===== src/sv/acss_pkg.sv =====
`timescale 1ns / 1ps

package acss_pkg;

   // Fixed by the widths of the item fields.
   localparam int CHANNELS    = 8;
   localparam int CH_BITS     = 3;
   localparam int SAMPLE_BITS = 10;
   localparam int FUNC_BITS   = 2;

   // Function codes carried by an input item.
   localparam logic [FUNC_BITS-1:0] FUNC_START = 2'd0;
   localparam logic [FUNC_BITS-1:0] FUNC_DONE  = 2'd1;
   localparam logic [FUNC_BITS-1:0] FUNC_READ  = 2'd2;

   typedef struct packed {
      logic [FUNC_BITS-1:0]   func;
      logic [CHANNELS-1:0]    scan_mask;
      logic [SAMPLE_BITS-1:0] sample;
   } item_type;

   typedef struct packed {
      logic                   convert_request;
      logic [CH_BITS-1:0]     convert_channel;
      logic                   sample_found;
      logic [SAMPLE_BITS-1:0] sample_value;
      logic [CH_BITS-1:0]     sample_channel;
      logic                   data_ready;
      logic                   scan_idle;
   } result_type;

   // Index of the lowest set bit; zero when no bit is set.
   function automatic logic [CH_BITS-1:0] lowest_bit(input logic [CHANNELS-1:0] m);
      logic [CH_BITS-1:0] idx;
      idx = '0;
      for (int i = CHANNELS - 1; i >= 0; i--) begin
         if (m[i]) begin
            idx = CH_BITS'(i);
         end
      end
      return idx;
   endfunction

   // One-hot vector with only bit c set.
   function automatic logic [CHANNELS-1:0] bit_of(input logic [CH_BITS-1:0] c);
      return {{(CHANNELS-1){1'b0}}, 1'b1} << c;
   endfunction

endpackage


===== src/sv/acss_input_reg.sv =====
`timescale 1ns / 1ps

// Input stage: holds one accepted item until the scan core has processed it.
module acss_input_reg import acss_pkg::*; (
   input  logic                   clock,
   input  logic                   reset,
   input  logic                   req_valid,
   input  logic [FUNC_BITS-1:0]   req_func,
   input  logic [CHANNELS-1:0]    req_scan_mask,
   input  logic [SAMPLE_BITS-1:0] req_sample,
   output logic                   req_stall,
   input  logic                   advance,
   output logic                   stage_valid,
   output item_type               stage_item
);

   logic     valid_ff;
   logic     valid_in;
   item_type item_ff;
   logic     load;

   assign load      = !valid_ff || advance;
   assign req_stall = !load;
   assign valid_in  = load ? req_valid : valid_ff;

   always_ff @(posedge clock) begin
      if (reset) begin
         valid_ff <= 1'b0;
      end else begin
         valid_ff <= valid_in;
      end
   end

   always_ff @(posedge clock) begin
      if (load && req_valid) begin
         item_ff <= '{func: req_func, scan_mask: req_scan_mask, sample: req_sample};
      end
   end

   assign stage_valid = valid_ff;
   assign stage_item  = item_ff;

endmodule


===== src/sv/acss_scan_core.sv =====
`timescale 1ns / 1ps

// Scan state and the combinational step logic for one item.
module acss_scan_core import acss_pkg::*; (
   input  logic       clock,
   input  logic       reset,
   input  logic       step_en,
   input  item_type   item,
   output result_type result
);

   logic                   idle_ff, idle_in;
   logic [CHANNELS-1:0]    pending_ff, pending_in;
   logic [CHANNELS-1:0]    ready_ff, ready_in;
   logic [SAMPLE_BITS-1:0] data_ff [CHANNELS];

   logic                   wr_en;
   logic [CH_BITS-1:0]     wr_ch;
   logic [CH_BITS-1:0]     rd_ch;
   logic [CHANNELS-1:0]    pend_left;

   // Stored samples are only read for channels whose ready bit is set, and a
   // ready bit is only set together with a write, so the data needs no clear.
   always_comb begin
      idle_in    = idle_ff;
      pending_in = pending_ff;
      ready_in   = ready_ff;
      wr_en      = 1'b0;
      wr_ch      = lowest_bit(pending_ff);
      rd_ch      = lowest_bit(ready_ff);
      pend_left  = pending_ff & ~bit_of(wr_ch);
      result     = '0;

      case (item.func)
         FUNC_START: begin
            if (idle_ff) begin
               pending_in = item.scan_mask;
               ready_in   = '0;
               if (item.scan_mask != '0) begin
                  idle_in                = 1'b0;
                  result.convert_request = 1'b1;
                  result.convert_channel = lowest_bit(item.scan_mask);
               end
            end
         end
         FUNC_DONE: begin
            if (!idle_ff) begin
               if (pending_ff != '0) begin
                  wr_en    = 1'b1;
                  ready_in = ready_ff | bit_of(wr_ch);
               end
               pending_in = pend_left;
               if (pend_left != '0) begin
                  result.convert_request = 1'b1;
                  result.convert_channel = lowest_bit(pend_left);
               end else begin
                  idle_in = 1'b1;
               end
            end
         end
         FUNC_READ: begin
            if (idle_ff && ready_ff != '0) begin
               ready_in              = ready_ff & ~bit_of(rd_ch);
               result.sample_found   = 1'b1;
               result.sample_value   = data_ff[rd_ch];
               result.sample_channel = rd_ch;
            end
         end
         default: begin
         end
      endcase

      result.data_ready = idle_in && (ready_in != '0);
      result.scan_idle  = idle_in;
   end

   always_ff @(posedge clock) begin
      if (reset) begin
         idle_ff    <= 1'b1;
         pending_ff <= '0;
         ready_ff   <= '0;
      end else if (step_en) begin
         idle_ff    <= idle_in;
         pending_ff <= pending_in;
         ready_ff   <= ready_in;
      end
   end

   always_ff @(posedge clock) begin
      if (step_en && wr_en) begin
         data_ff[wr_ch] <= item.sample;
      end
   end

endmodule


===== src/sv/adc_channel_scan_sequencer_unit.sv =====
`timescale 1ns / 1ps

// Scan sequencer for one analog converter over eight channels.
// The req_ channel carries one item per handshake: a start-scan with a channel
// mask, a conversion-finished with its sample, or a read of buffered data.
// Every accepted item yields exactly one item on the rsp_ channel: a convert
// request with its channel, any sample returned by a read, and the idle and
// data-ready status after the step.
// An accepted item is registered in the input stage; the step then stores its
// result in the result register once that is empty or being drained, and rsp_
// presents it from there. Throughput: one item per cycle while not stalled;
// the step is a few 8-bit priority encoders and an eight-entry sample
// register file between the two registers.
// Reset (synchronous, active high) empties both stages, makes the block idle
// and clears the pending and ready masks.
// When the receiver stalls, the result is held; the input stage still takes
// one more item, and req_stall rises once both stages are full.
module adc_channel_scan_sequencer_unit import acss_pkg::*; (
   input  logic                   clock,
   input  logic                   reset,
   input  logic                   req_valid,
   output logic                   req_stall,
   input  logic [FUNC_BITS-1:0]   req_func,
   input  logic [CHANNELS-1:0]    req_scan_mask,
   input  logic [SAMPLE_BITS-1:0] req_sample,
   output logic                   rsp_valid,
   input  logic                   rsp_stall,
   output logic                   rsp_convert_request,
   output logic [CH_BITS-1:0]     rsp_convert_channel,
   output logic                   rsp_sample_found,
   output logic [SAMPLE_BITS-1:0] rsp_sample_value,
   output logic [CH_BITS-1:0]     rsp_sample_channel,
   output logic                   rsp_data_ready,
   output logic                   rsp_scan_idle
);

   logic       stage_valid;
   item_type   stage_item;
   logic       rsp_free;
   logic       step_en;
   result_type step_result;
   logic       rsp_valid_ff, rsp_valid_in;
   result_type rsp_ff;

   // The result register can take a new result when empty or being drained.
   assign rsp_free = !rsp_valid_ff || !rsp_stall;
   assign step_en  = stage_valid && rsp_free;

   acss_input_reg u_input_reg (
      .clock         (clock),
      .reset         (reset),
      .req_valid     (req_valid),
      .req_func      (req_func),
      .req_scan_mask (req_scan_mask),
      .req_sample    (req_sample),
      .req_stall     (req_stall),
      .advance       (step_en),
      .stage_valid   (stage_valid),
      .stage_item    (stage_item)
   );

   // The scan state advances only when the result of this step is stored.
   acss_scan_core u_scan_core (
      .clock   (clock),
      .reset   (reset),
      .step_en (step_en),
      .item    (stage_item),
      .result  (step_result)
   );

   assign rsp_valid_in = rsp_free ? stage_valid : rsp_valid_ff;

   always_ff @(posedge clock) begin
      if (reset) begin
         rsp_valid_ff <= 1'b0;
      end else begin
         rsp_valid_ff <= rsp_valid_in;
      end
   end

   always_ff @(posedge clock) begin
      if (step_en) begin
         rsp_ff <= step_result;
      end
   end

   assign rsp_valid           = rsp_valid_ff;
   assign rsp_convert_request = rsp_ff.convert_request;
   assign rsp_convert_channel = rsp_ff.convert_channel;
   assign rsp_sample_found    = rsp_ff.sample_found;
   assign rsp_sample_value    = rsp_ff.sample_value;
   assign rsp_sample_channel  = rsp_ff.sample_channel;
   assign rsp_data_ready      = rsp_ff.data_ready;
   assign rsp_scan_idle       = rsp_ff.scan_idle;

endmodule


===== config.mk =====
export PLATFORM = sky130hd
export DESIGN_NAME = adc_channel_scan_sequencer_unit
export DESIGN_NICKNAME = d
export VERILOG_FILES = /design/src/sv/acss_pkg.sv /design/src/sv/acss_input_reg.sv /design/src/sv/acss_scan_core.sv /design/src/sv/adc_channel_scan_sequencer_unit.sv
export SDC_FILE = /design/constraint.sdc
export NUM_CORES = 1
export LEC_CHECK = 0
export ABC_AREA = 0
export BUFFER_PORTS_ARGS = -buffer_cell sky130_fd_sc_hd__clkbuf_2
export CAP_MARGIN = 20
export CORE_UTILIZATION = 30
export DETAILED_ROUTE_END_ITERATION = 7
export GPL_ROUTABILITY_DRIVEN = 0
export GPL_TIMING_DRIVEN = 0
export PLACE_DENSITY = 0.56
export SYNTH_ARGS = -nofsm -noshare
export SYNTH_HDL_FRONTEND = slang
export SYNTH_SLANG_ARGS = --single-unit

===== constraint.sdc =====
create_clock -name clock -period 6.3 [get_ports clock]
set_clock_uncertainty 0.05 [all_clocks]
set_input_delay 0.63 -clock clock [delete_from_list [all_inputs] [get_ports clock]]
set_output_delay 0.63 -clock clock [all_outputs]
set_load 0.02 [all_outputs]

======== Yosys cells after proc, flatten, opt, wreduce, memory -nomap -nowiden ========
Memory sizes are Yosys's and may differ from the RTL's.
Cells that the tools add are included.
operators by class
  eq/ne operators ......................... 4
  shifts and indexed selects .............. 2
  muxes and demuxes ....................... 56
  bitwise logic cells ..................... 5
  reduce and logical (&&, ||, !) cells .... 20
operators with widths
  kind                   count
  $mux W3                32
  $mux W8                6
  $reduce_bool A8 Y1     5
  $pmux W8 S3            1
  $and A8 B8 Y8          2
  $mux W4                4
  $not A8 Y8             2
  $pmux W8 S2            1
  $shl A1 B3 Y8 const A  2
  $mux W14               1
  $mux W1                9
  $or A8 B8 Y8           1
  $pmux W4 S2            1
  $logic_and A1 B1 Y1    5
  $logic_not A1 Y1       4
  $reduce_and A4 Y1      1
  $eq A2 B1 Y1 const B   1
  $eq A2 B2 Y1 const B   1
  $logic_not A2 Y1       1
  $logic_or A1 B1 Y1     2
  $ne A2 B1 Y1 const B   1
  $ne A2 B2 Y1 const B   1
  $pmux W1 S2            1
  $reduce_and A2 Y1      1
  $reduce_bool A2 Y1     1
word-level totals
  flip-flop bits (word level) ............. 59
  RAM bits ................................ 80
  word-level logic and storage cells ...... 103
  memories ................................ 1
memories
  name                 words  bits a word  rd ports  clocked after memory_dff  wr ports  RTL line              text
  u_scan_core.data_ff  8      10           1         0                         1         acss_scan_core.sv:15  logic [SAMPLE_BITS-1:0] data_ff [CHANNELS];

======== Depth between registers and ports, before layout ========
  depth after elaboration ................. 22
  mapped depth ............................ 8
  gate-level depth less buffers ........... 6

======== Cells and area by module ========
From an unflattened synthesis, not the netlist that was laid out.
second synthesis, totals
  cells, all modules ...................... 504
  area, all modules ....................... 6000.8 µm²
by module, submodules not included
  module                           instances  cells an instance  area each (µm²)  sequential area each (µm²)
  acss_scan_core                   1          456                4713.3           2742.6
  acss_input_reg                   1          24                 650.6            620.6
  adc_channel_scan_sequencer_unit  1          24                 636.9            620.6

======== Worst setup path before layout ========
Ideal clock, no wire load.
  path kind ............................... input -> register
  start ................................... input port rsp_stall
  end ..................................... register u_scan_core.ready_ff[1]
  arrival ................................. 2.426 ns
  data required time ...................... 6.159 ns
  path slack .............................. 3.732 ns
  stages .................................. 5
  path buffers ............................ 0
  cell sequence ........................... a21bo_2 nor3_1 nor3b_1 nor2_1 a311oi_1
between the ends
  cells in the longest elaborated chain, start to end .. 3
ends and longest elaborated chain
  item                  RTL line                               text
  from (decl)           adc_channel_scan_sequencer_unit.sv:27  input logic rsp_stall,
  $logic_not A1 Y1      adc_channel_scan_sequencer_unit.sv:46  assign rsp_free = !rsp_valid_ff || !rsp_stall;
  $logic_or A1 B1 Y1    adc_channel_scan_sequencer_unit.sv:46
  $logic_and A1 B1 Y1   adc_channel_scan_sequencer_unit.sv:47  assign step_en = stage_valid && rsp_free;
  to (signal assigned)  acss_scan_core.sv:85                   ready_ff <= ready_in;
  to (decl)             acss_scan_core.sv:14                   logic [CHANNELS-1:0] ready_ff, ready_in;
No other way between the ends.
A chain may end at the register's enable or synchronous reset.

======== Final worst setup path ========
  start ................................... register u_scan_core.pending_ff[2]
  end ..................................... memory u_scan_core.data_ff[7][2] (enable)
between the ends
  cells in the longest elaborated chain, start to end .. 7
  elaborated cells on any way between the ends .. 10
  those cells by class .................... mux (8); reduce/logical (2)
ends and longest elaborated chain
  item                           RTL line              text
  from (decl)                    acss_scan_core.sv:13  logic [CHANNELS-1:0] pending_ff, pending_in;
  from (signal assigned)         acss_scan_core.sv:84  pending_ff <= pending_in;
  $reduce_bool A8 Y1             acss_scan_core.sv:48  if (pending_ff != '0) begin
  $mux W1                        acss_scan_core.sv:48
  $mux W1                        acss_scan_core.sv:47  if (!idle_ff) begin
  $mux W1                        acss_scan_core.sv:34  case (item.func)
  $logic_and A1 B1 Y1            acss_scan_core.sv:90  if (step_en && wr_en) begin
  $mux W1                        acss_scan_core.sv:90
  $mux W1 (not written as such)  acss_scan_core.sv:91  data_ff[wr_ch] <= item.sample;
  to (decl)                      acss_scan_core.sv:15
Several ways; a longest one is shown, not always the timed one.

==> reports/qor.txt <==
Pwr per Cell Area -> 309 nW/um^2
final worst path period need -> 3.10 ns
Crit. End Element -> register
synth unique cells -> 57
Total GRT Usage -> 0.153
I/O pin count -> 46
Internal -> 1660 uW
antenna viol nets, final -> 0
hold_buf cts -> 0
clock-pin slew on the worst setup and hold paths -> 0.06 ns
worst skew pair latency -> 0.42 ns
CP Class -> register to register
XOR/XNOR share of the synthesized area -> 0.00299
Via Count -> 4203
initial core utilization -> 0.309
GR Overflow Total -> 0
Hold Violations, Final -> 0
Psw -> 523 uW
drt via density -> 5.09
post-synthesis simple-gate area fraction -> 0.121
die area -> 20100 um^2
Routed WL per cell -> 17.9 um
Syn Nets -> 509
CTS tree -> built
fmax -> 322 MHz
Final period util -> 0.493
worst setup path start -> u_scan_core.pending_ff[2]
layout cells sized above 1 -> 0.164
core area -> 19000 um^2
final net count -> 577
number of inserted diodes -> 0
cts bufs inserted -> 17
worst r2r path cells -> 7
Reg2Reg Capture Point -> u_scan_core.data_ff[7][2]
DIE HEIGHT -> 142 um
status -> completed
Worst Tran Pin Value -> 1.15 ns
Yosys reg bits -> 139
Seq pwr share -> 0.472
arrival time worst endpoint -> 3.19 ns
flop-to-flop setup slack -> 3.20 ns
Iter 0 DRT Violations -> 452
crit path to -> u_scan_core.data_ff[7][2]
crit-path max FO -> 10
largest family of logic cells by synthesized area -> compound AO/OA/AOI/OAI gates
Sw Ratio -> 0.239
leak pwr -> 0.00249 uW
Final TNS setup -> 0 ns
worst-case vdd ir drop -> 0.198 mV
ys flop type -> edfxtp_1
Logic pwr share -> 0.070
residual DRC count -> 0
post-synthesis mux area share -> 0.00171
Area Overhead vs Synth -> 20.6%
worst hold path class -> input pin to register
Mapped Cells -> 485
Ys Warns -> 0
Rows -> 50
final max-slew violation count -> 0
max_cap viols -> 0
clk sink count -> 139
Post-Syn Area -> 5860 um^2
vias in the first global route -> 4005
Final Power -> 2190 uW
Slew HR -> 0.230
CP Launch Type -> register
Synth Area in Compound Gates -> 0.162
Post-synth EDFFs -> 120
ys async rst share -> 0
final worst slack -> 3.20 ns
hpwl dp -> 9520 um
Die X -> 142 um
Synth Area in Adders -> 0.00363
RSZ-0062 raised after global routing -> no
# setup viols final -> 0
detailed-route wire length -> 14700 um
post_cts resized -> 0
pin count of the biggest net entering global routing -> 30
port bufs -> 44
clock network power share -> 0.458
postcts setup bufs -> 0
CP required -> 6.39 ns
H-tree level count -> 4
first-pass GRT wire length -> 22700 um
post-synthesis area per instance -> 12.1 um^2
deepest clock path buffer count -> 2
pre-CTS setup slack -> 3.24 ns
TritonRoute pass-1 iters -> 5
initial antenna violation count -> 0
reg2reg start -> u_scan_core.pending_ff[2]
root buf cell -> clkbuf_16
register area share after synthesis -> 0.680
## per-layer routing
metal	GRT usage	vias up	routed length [um]
li1	-	1970	-
met1	0.195	2054	6370
met2	0.255	152	7230
met3	0.0310	27	913
met4	0.0606	0	230
met5	0	-	0
## registers in the layout (all words and copies together) (netlist names), 3 cells and up
name                    count
u_scan_core.data_ff        80
u_input_reg.stage_item     20
rsp_sample_value           10
u_scan_core.pending_ff      8
u_scan_core.ready_ff        8
rsp_convert_channel         3
rsp_sample_channel          3
## stage by stage
step	cell area, um^2	utilization	instances	hold WS [ns]
final	7070	0.373	826	0.323
after global routing	7070	0.373	826	0.313
after CTS	7050	0.372	825	0.309
after detailed placement	6460	0.341	793	0.443
after global placement	6410	0.338	789	0.403
after floorplan	5860	-	485	0.392
## worst max-delay path, stage by stage, from the launching register on
cell and delay [ns]:
dfxtp_1 0.32, clkbuf_1 0.23, nor4_2 0.58, nand2_1 0.17, nor4_1 0.58, nand2_1 0.21, nor2_1 0.44, buf_6 0.23
## power groups by stage
stage / clock, uW / combinational (uW) / sequential [uW]
floorplan: 0 / 91.8 / 1050
global placement: 0 / 147 / 1050
detailed placement: 0 / 151 / 1050
CTS: 1020 / 152 / 1030
global route: 1050 / 166 / 1030
finish: 1000 / 152 / 1030
## Yosys cell counts, types with 6 or more instances
cell | instances | area (um^2)
inv_1 | 10 | 37.5
nand2_1 | 84 | 315
nand3_1 | 8 | 40.0
nor2_1 | 35 | 131
edfxtp_1 | 120 | 3600
a21oi_1 | 36 | 180
a32o_1 | 22 | 220
dfxtp_1 | 19 | 380
nor3_1 | 6 | 30.0
clkbuf_1 | 31 | 116
o21ai_0 | 18 | 90.1
o22ai_1 | 14 | 87.6
## how the worst min path moves through the flow
stage / startpoint / to / slack, ns / cells past startpoint
2_1_floorplan: u_input_reg.stage_valid / rsp_valid / 0.39 / 2
3_3_place_gp: u_input_reg.stage_valid / rsp_valid / 0.40 / 2
3_5_place_dp: u_input_reg.stage_valid / rsp_valid / 0.44 / 2
4_1_cts: req_sample[9] / u_input_reg.stage_item[9] / 0.31 / 1
5_1_grt: req_sample[2] / u_input_reg.stage_item[2] / 0.31 / 1
6_report: req_sample[9] / u_input_reg.stage_item[9] / 0.32 / 1
## placed cells by master, fill, tap and decap left out, drive strengths merged, types with 5 or more instances in the layout
master	instances
a31oi	5
o22ai	15
o21ai	19
a32o	22
edfxtp	120
nand2	84
nor3	6
nor4	5
clkbuf	94
dfxtp	19
a21oi	36
nor2	35
buf	8
nand3	8
inv	16
nor2b	5
## cells by family (layout without fill, tap and decap cells)
| logic type | Yosys count | in the layout |
|---|---|---|
| compound gates | 135 | 135 |
| xor+xnor | 2 | 2 |
| fa+ha+maj | 2 | 2 |
| buf+inv | 44 | 125 |
| flops | 139 | 139 |
| mux | 1 | 1 |
| simple gates | 162 | 162 |
## area by class of cell
class	instances	area [um^2]
Fill cell	1817	11900
Multi-Input combinational cell	302	1720
Clock buffer	19	433
Tap cell	260	325
Timing Repair Buffer	49	280
Buffer	34	130
Sequential cell	139	3980
Clock inverter	13	158
Inverter	10	37.5
Power figures use the tool's default switching activity.
